==> src/design/rbi_pkg.sv <==
// Shared types and constants for the rectilinear bilinear interpolator.
// Used by the controller, the datapath and the top level. No dependencies.
package rbi_pkg;

   localparam int WORD_BITS        = 32;
   localparam int DEF_MAX_X_POINTS = 256;
   localparam int DEF_MAX_Z_POINTS = 256;
   localparam int DIV_STEPS        = WORD_BITS + 1;
   localparam int DIV_CNT_BITS     = $clog2(DIV_STEPS);

   // request commands
   localparam logic [1:0] CMD_LOAD_X    = 2'd0;
   localparam logic [1:0] CMD_LOAD_Z    = 2'd1;
   localparam logic [1:0] CMD_LOAD_GRID = 2'd2;
   localparam logic [1:0] CMD_QUERY     = 2'd3;

   // result status codes
   localparam logic [1:0] STS_OK      = 2'd0;
   localparam logic [1:0] STS_BOUNDS  = 2'd1;
   localparam logic [1:0] STS_SPACING = 2'd2;
   localparam logic [1:0] STS_LOADED  = 2'd3;

   // datapath operations
   localparam logic [3:0] OP_NONE     = 4'd0;
   localparam logic [3:0] OP_ACCEPT   = 4'd1;
   localparam logic [3:0] OP_LOAD     = 4'd2;
   localparam logic [3:0] OP_SINIT    = 4'd3;
   localparam logic [3:0] OP_SREAD    = 4'd4;
   localparam logic [3:0] OP_SCMP     = 4'd5;
   localparam logic [3:0] OP_BOUND    = 4'd6;
   localparam logic [3:0] OP_FETCH    = 4'd7;
   localparam logic [3:0] OP_CHECK    = 4'd8;
   localparam logic [3:0] OP_TERM_P   = 4'd9;
   localparam logic [3:0] OP_TERM_LO  = 4'd10;
   localparam logic [3:0] OP_TERM_HI  = 4'd11;
   localparam logic [3:0] OP_DIV_INIT = 4'd12;
   localparam logic [3:0] OP_DIV_STEP = 4'd13;

   localparam logic REG_X_POINTS = 1'b0;
   localparam logic REG_Z_POINTS = 1'b1;

   typedef struct packed {
      logic [1:0]                  command;
      logic [7:0]                  row_index;
      logic [7:0]                  column_index;
      logic signed [WORD_BITS-1:0] load_word;
      logic signed [WORD_BITS-1:0] query_x;
      logic signed [WORD_BITS-1:0] query_z;
   } req_type;

   typedef struct packed {
      logic signed [WORD_BITS-1:0] interp_value;
      logic [1:0]                  status;
      logic                        saturated;
   } rsp_type;

   typedef struct packed {
      logic [3:0] op;
      logic       axis;
      logic [2:0] step;
      logic [1:0] term;
      logic       emit;
      logic [1:0] emit_status;
   } ctl_cmd_type;

   typedef struct packed {
      logic is_query;
      logic search_empty;
      logic out_of_bounds;
      logic zero_spacing;
   } dp_status_type;

endpackage

==> src/design/rbi_controller.sv <==
// Sequencer for the interpolator: decodes requests and steps the datapath
// through search, fetch, blend and divide. Depends on rbi_pkg.
module rbi_controller (
   input  logic                  clock,
   input  logic                  reset,
   input  logic                  start,
   output logic                  busy,
   output rbi_pkg::ctl_cmd_type  cmd,
   input  rbi_pkg::dp_status_type st
);
   import rbi_pkg::*;

   localparam logic [3:0] S_IDLE     = 4'd0;
   localparam logic [3:0] S_DECODE   = 4'd1;
   localparam logic [3:0] S_SRD      = 4'd2;
   localparam logic [3:0] S_SCMP     = 4'd3;
   localparam logic [3:0] S_BOUND    = 4'd4;
   localparam logic [3:0] S_FETCH    = 4'd5;
   localparam logic [3:0] S_CHECK    = 4'd6;
   localparam logic [3:0] S_TP       = 4'd7;
   localparam logic [3:0] S_TLO      = 4'd8;
   localparam logic [3:0] S_THI      = 4'd9;
   localparam logic [3:0] S_DIV_INIT = 4'd10;
   localparam logic [3:0] S_DIV      = 4'd11;
   localparam logic [3:0] S_DONE     = 4'd12;

   logic [3:0]              state_ff, state_in;
   logic                    axis_ff, axis_in;
   logic [2:0]              step_ff, step_in;
   logic [1:0]              term_ff, term_in;
   logic [DIV_CNT_BITS-1:0] div_cnt_ff, div_cnt_in;

   assign busy = (state_ff != S_IDLE);

   always_comb begin
      state_in   = state_ff;
      axis_in    = axis_ff;
      step_in    = step_ff;
      term_in    = term_ff;
      div_cnt_in = div_cnt_ff;
      cmd        = '0;
      cmd.op     = OP_NONE;
      cmd.axis   = axis_ff;
      cmd.step   = step_ff;
      cmd.term   = term_ff;
      unique case (state_ff)
         S_IDLE: begin
            if (start) begin
               cmd.op   = OP_ACCEPT;
               state_in = S_DECODE;
            end
         end
         S_DECODE: begin
            if (st.is_query) begin
               cmd.op   = OP_SINIT;
               cmd.axis = 1'b0;
               axis_in  = 1'b0;
               state_in = S_SRD;
            end else begin
               cmd.op          = OP_LOAD;
               cmd.emit        = 1'b1;
               cmd.emit_status = STS_LOADED;
               state_in        = S_IDLE;
            end
         end
         S_SRD: begin
            if (st.search_empty) begin
               if (!axis_ff) begin
                  // x search done, start z
                  cmd.op   = OP_SINIT;
                  cmd.axis = 1'b1;
                  axis_in  = 1'b1;
               end else begin
                  state_in = S_BOUND;
               end
            end else begin
               cmd.op   = OP_SREAD;
               state_in = S_SCMP;
            end
         end
         S_SCMP: begin
            cmd.op   = OP_SCMP;
            state_in = S_SRD;
         end
         S_BOUND: begin
            cmd.op = OP_BOUND;
            if (st.out_of_bounds) begin
               cmd.emit        = 1'b1;
               cmd.emit_status = STS_BOUNDS;
               state_in        = S_IDLE;
            end else begin
               step_in  = 3'd0;
               state_in = S_FETCH;
            end
         end
         S_FETCH: begin
            cmd.op  = OP_FETCH;
            step_in = step_ff + 3'd1;
            if (step_ff == 3'd4) begin
               state_in = S_CHECK;
            end
         end
         S_CHECK: begin
            if (st.zero_spacing) begin
               cmd.emit        = 1'b1;
               cmd.emit_status = STS_SPACING;
               state_in        = S_IDLE;
            end else begin
               cmd.op   = OP_CHECK;
               term_in  = 2'd0;
               state_in = S_TP;
            end
         end
         S_TP: begin
            cmd.op   = OP_TERM_P;
            state_in = S_TLO;
         end
         S_TLO: begin
            cmd.op   = OP_TERM_LO;
            state_in = S_THI;
         end
         S_THI: begin
            cmd.op  = OP_TERM_HI;
            term_in = term_ff + 2'd1;
            if (term_ff == 2'd3) begin
               state_in = S_DIV_INIT;
            end else begin
               state_in = S_TP;
            end
         end
         S_DIV_INIT: begin
            cmd.op     = OP_DIV_INIT;
            div_cnt_in = '0;
            state_in   = S_DIV;
         end
         S_DIV: begin
            cmd.op     = OP_DIV_STEP;
            div_cnt_in = div_cnt_ff + 1'b1;
            if (div_cnt_ff == DIV_CNT_BITS'(DIV_STEPS - 1)) begin
               state_in = S_DONE;
            end
         end
         S_DONE: begin
            cmd.emit        = 1'b1;
            cmd.emit_status = STS_OK;
            state_in        = S_IDLE;
         end
         default: begin
            state_in = S_IDLE;
         end
      endcase
   end

   always_ff @(posedge clock) begin
      if (reset) begin
         state_ff   <= S_IDLE;
         axis_ff    <= 1'b0;
         step_ff    <= '0;
         term_ff    <= '0;
         div_cnt_ff <= '0;
      end else begin
         state_ff   <= state_in;
         axis_ff    <= axis_in;
         step_ff    <= step_in;
         term_ff    <= term_in;
         div_cnt_ff <= div_cnt_in;
      end
   end

endmodule

==> config.mk <==
export PLATFORM = sky130hd
export DESIGN_NAME = rbi_controller
export DESIGN_NICKNAME = d
export VERILOG_FILES = /design/src/design/rbi_pkg.sv /design/src/design/rbi_controller.sv
export SDC_FILE = /design/constraint.sdc
export NUM_CORES = 1
export LEC_CHECK = 0
export BUFFER_PORTS_ARGS = -buffer_cell sky130_fd_sc_hd__buf_2
export CAP_MARGIN = 5
export CORE_MARGIN = 3
export CORE_UTILIZATION = 35
export CTS_CLUSTER_SIZE = 40
export DETAILED_ROUTE_END_ITERATION = 8
export SLEW_MARGIN = 20
export SYNTH_ARGS = -nofsm -noshare
export SYNTH_HDL_FRONTEND = slang
export SYNTH_SLANG_ARGS = --single-unit
==> constraint.sdc <==
create_clock -name clock -period 1.95 [get_ports clock]
set_clock_uncertainty 0.1 [all_clocks]
set_input_delay 0.2925 -clock clock [delete_from_list [all_inputs] [get_ports clock]]
set_output_delay 0.2925 -clock clock [all_outputs]
set_load 0.01 [all_outputs]
==> run summary <==
FP Rows - 19
first-pass GRT wire length - 5119 um
Clock Power Share - 0.319
ys flop type - dfxtp_1
Final setup violation count - 1
endpoints failing hold - 0
failing checks - setup timing
clock sinks - 16
Worst-Skew Late Latency - 0.28 ns
GRT Resource Usage Total - 0.1589
f_max - 0.4976 GHz
post-synthesis register bit count - 16
layout cells sized above 1 - 0.3103
P_int - 501.7 uW
H-tree Lvls - 1
DR vias - 1167
switching part of the total power - 0.2575
Max Buffers Root-to-Sink - 2
Initial Util - 0.3844
CTS tree - yes
Antenna Nets Post-Route - 0
Worst Hold Class - input port to register
R2R Setup Slk - 0.07 ns
Hold WS - 0.2835 ns
post-synthesis cell count - 147
R2R cell count - 6
register area share after synthesis - 0.2873
I/O pins - 21
routed wire length - 3000 um
RePlAce Congestion - 0.8700
Critical Path AT - 1.62 ns
Overall Power - 675.7 uW
Nets - 187
Die W - 62.44 um
antenna cell count - 0
largest net degree at the start of global routing - 19
Overflow after GRT - 0
chip height - 62.44 um
Setup crit start kind - register
core area - 0.002900 mm2
Residual DRC - 0
commonest non-fill, non-tap cell in the layout - buf_2
most frequent cells in the layout - buf_2, nor2_1, nand2_1, dfxtp_1, a21oi_1
Lkg Pwr - 0.6271 nW
post-layout min period - 2.010 ns
antenna violations before repair - 0
Crit Path Max Fanout - 3
Unique masters post-synth - 46
Area growth syn-to-layout - 29.07%
critical path type - register to output port
Slew headroom - 0.7710
register share of total power - 0.489
Vias/cell - 5.403
fin cells - 216
Net Count, Synth - 159
Post-Syn Area - 0.001115 mm2
Worst Max-Slew Pin Slew - 0.3400 ns
CTS Root Cell - clkbuf_4
placed cell count - 206
maxcap violations - 0
fin crit share - 1.031
Final WS setup - -0.05967 ns
DIE AREA - 0.003898 mm2
Slew Viols, Final - 0
reg-to-reg endpoint - state_ff[1]
Gate power share - 0.192
port bufs - 20
Inserted Clock Buffers - 3
CP startpoint - state_ff[3]
yosys warns - 0
CP endpoint - cmd[9]
drt wl/cell - 13.89 um
clock-pin transition on the worst setup and hold timing paths - 0.09 ns
hpwl dp - 2116 um
crit end category - output port
WP data required - 1.56 ns
first-pass iteration count of the detailed router - 4
Post-synth ARST share - 0
Post-synth EDFFs - 0
r2r startpoint - state_ff[3]
RSZ-0062 raised after global routing - yes
pwr/cell area - 469.6 mW/mm2
DRT iter0 DRCs - 98
status - finished, violations left
P_sw - 174.0 uW
vias in the first global route - 1101
Mapped Avg Cell Area - 7.584 um2
worst vdd ir - 394.8 uV
==> through the flow <==
step,setup WS [ns],utilization,setup TNS (ns),instance area (um2)
6_report,-0.05967,0.4961,-0.05967,1439
5_1_grt,-0.1268,0.4961,-0.2718,1439
4_1_cts,-0.07350,0.4655,-0.1232,1350
3_5_place_dp,0.05163,0.4379,0,1270
3_3_place_gp,0.09752,0.4379,0,1270
2_1_floorplan,0.1400,-,0,1115
==> power by group through the flow <==
stage / registers (mW) / clock network [mW] / logic, mW
after CTS: 0.333 / 0.229 / 0.113
after global placement: 0.340 / 0 / 0.103
final: 0.331 / 0.215 / 0.130
after global routing: 0.331 / 0.248 / 0.140
after floorplan: 0.340 / 0 / 0.0679
after detailed placement: 0.340 / 0 / 0.105
==> cells in the mapped netlist, drive strengths merged, types with 4 or more instances <==
cell     n  area, um2
nand2b   5      31.28
dfxtp   16      320.3
nor2    15      56.30
clkbuf   6      22.52
o21ai    6      30.03
ha       5      62.56
inv      8      30.03
nor3     4      20.02
a21oi   11      55.05
or3      5      36.28
nor2b    6      37.54
nand2   13      48.80
==> worst max-delay path, cell delays in order, from the launching register on <==
cell      delay [ns]
dfxtp_2         0.33
or3b_4          0.39
or3_4           0.36
o311ai_2        0.09
buf_2           0.17
==> layer usage <==
metal  GRT usage  part of all wire  up-vias
met2      0.2743              0.52       38
met4     0.06336             0.014        0
met5           0                 0        -
met1      0.1873              0.42      544
met3     0.03957             0.048        4
li1            -                 -      581
==> cells by family after synthesis <==
kind of cell / synth area share
compound gates: 0.2514
xor+xnor: 0.007858
fa+ha+maj: 0.05612
buf+inv: 0.06509
flops: 0.2873
mux: 0.008979
simple gates: 0.3232
==> registers in the layout, indices dropped and copies added (netlist names) <==
name / count
state_ff: 4
step_ff: 3
term_ff: 2
axis_ff: 1
div_cnt_ff: 6
==> cell type report <==
type / instances / area (um2)
Tap cell: 42 / 52.55
Timing Repair Buffer: 32 / 201.4
Multi-Input combinational cell: 114 / 789.5
Sequential cell: 16 / 329.1
Fill cell: 286 / 1461
Inverter: 8 / 30.03
Clock buffer: 4 / 36.28
==> worst min path at each step <==
stage                  startpoint       endpoint  cells after the start
global route                reset  div_cnt_ff[2]                      2
floorplan           div_cnt_ff[5]  div_cnt_ff[5]                      2
global placement    div_cnt_ff[5]  div_cnt_ff[5]                      2
finish                      reset  div_cnt_ff[0]                      2
detailed placement  div_cnt_ff[5]  div_cnt_ff[5]                      2
CTS                         reset  div_cnt_ff[0]                      2
==> what timing repair did <==
item	in CTS	in global routing
gates cloned	0	0
hold buffers	0	0
buffers inserted	2	4
pin swaps	4	1
endpoints found under the setup margin	5	5
resized for setup	10	11
No activity file was read; power rests on OpenSTA's default activity.
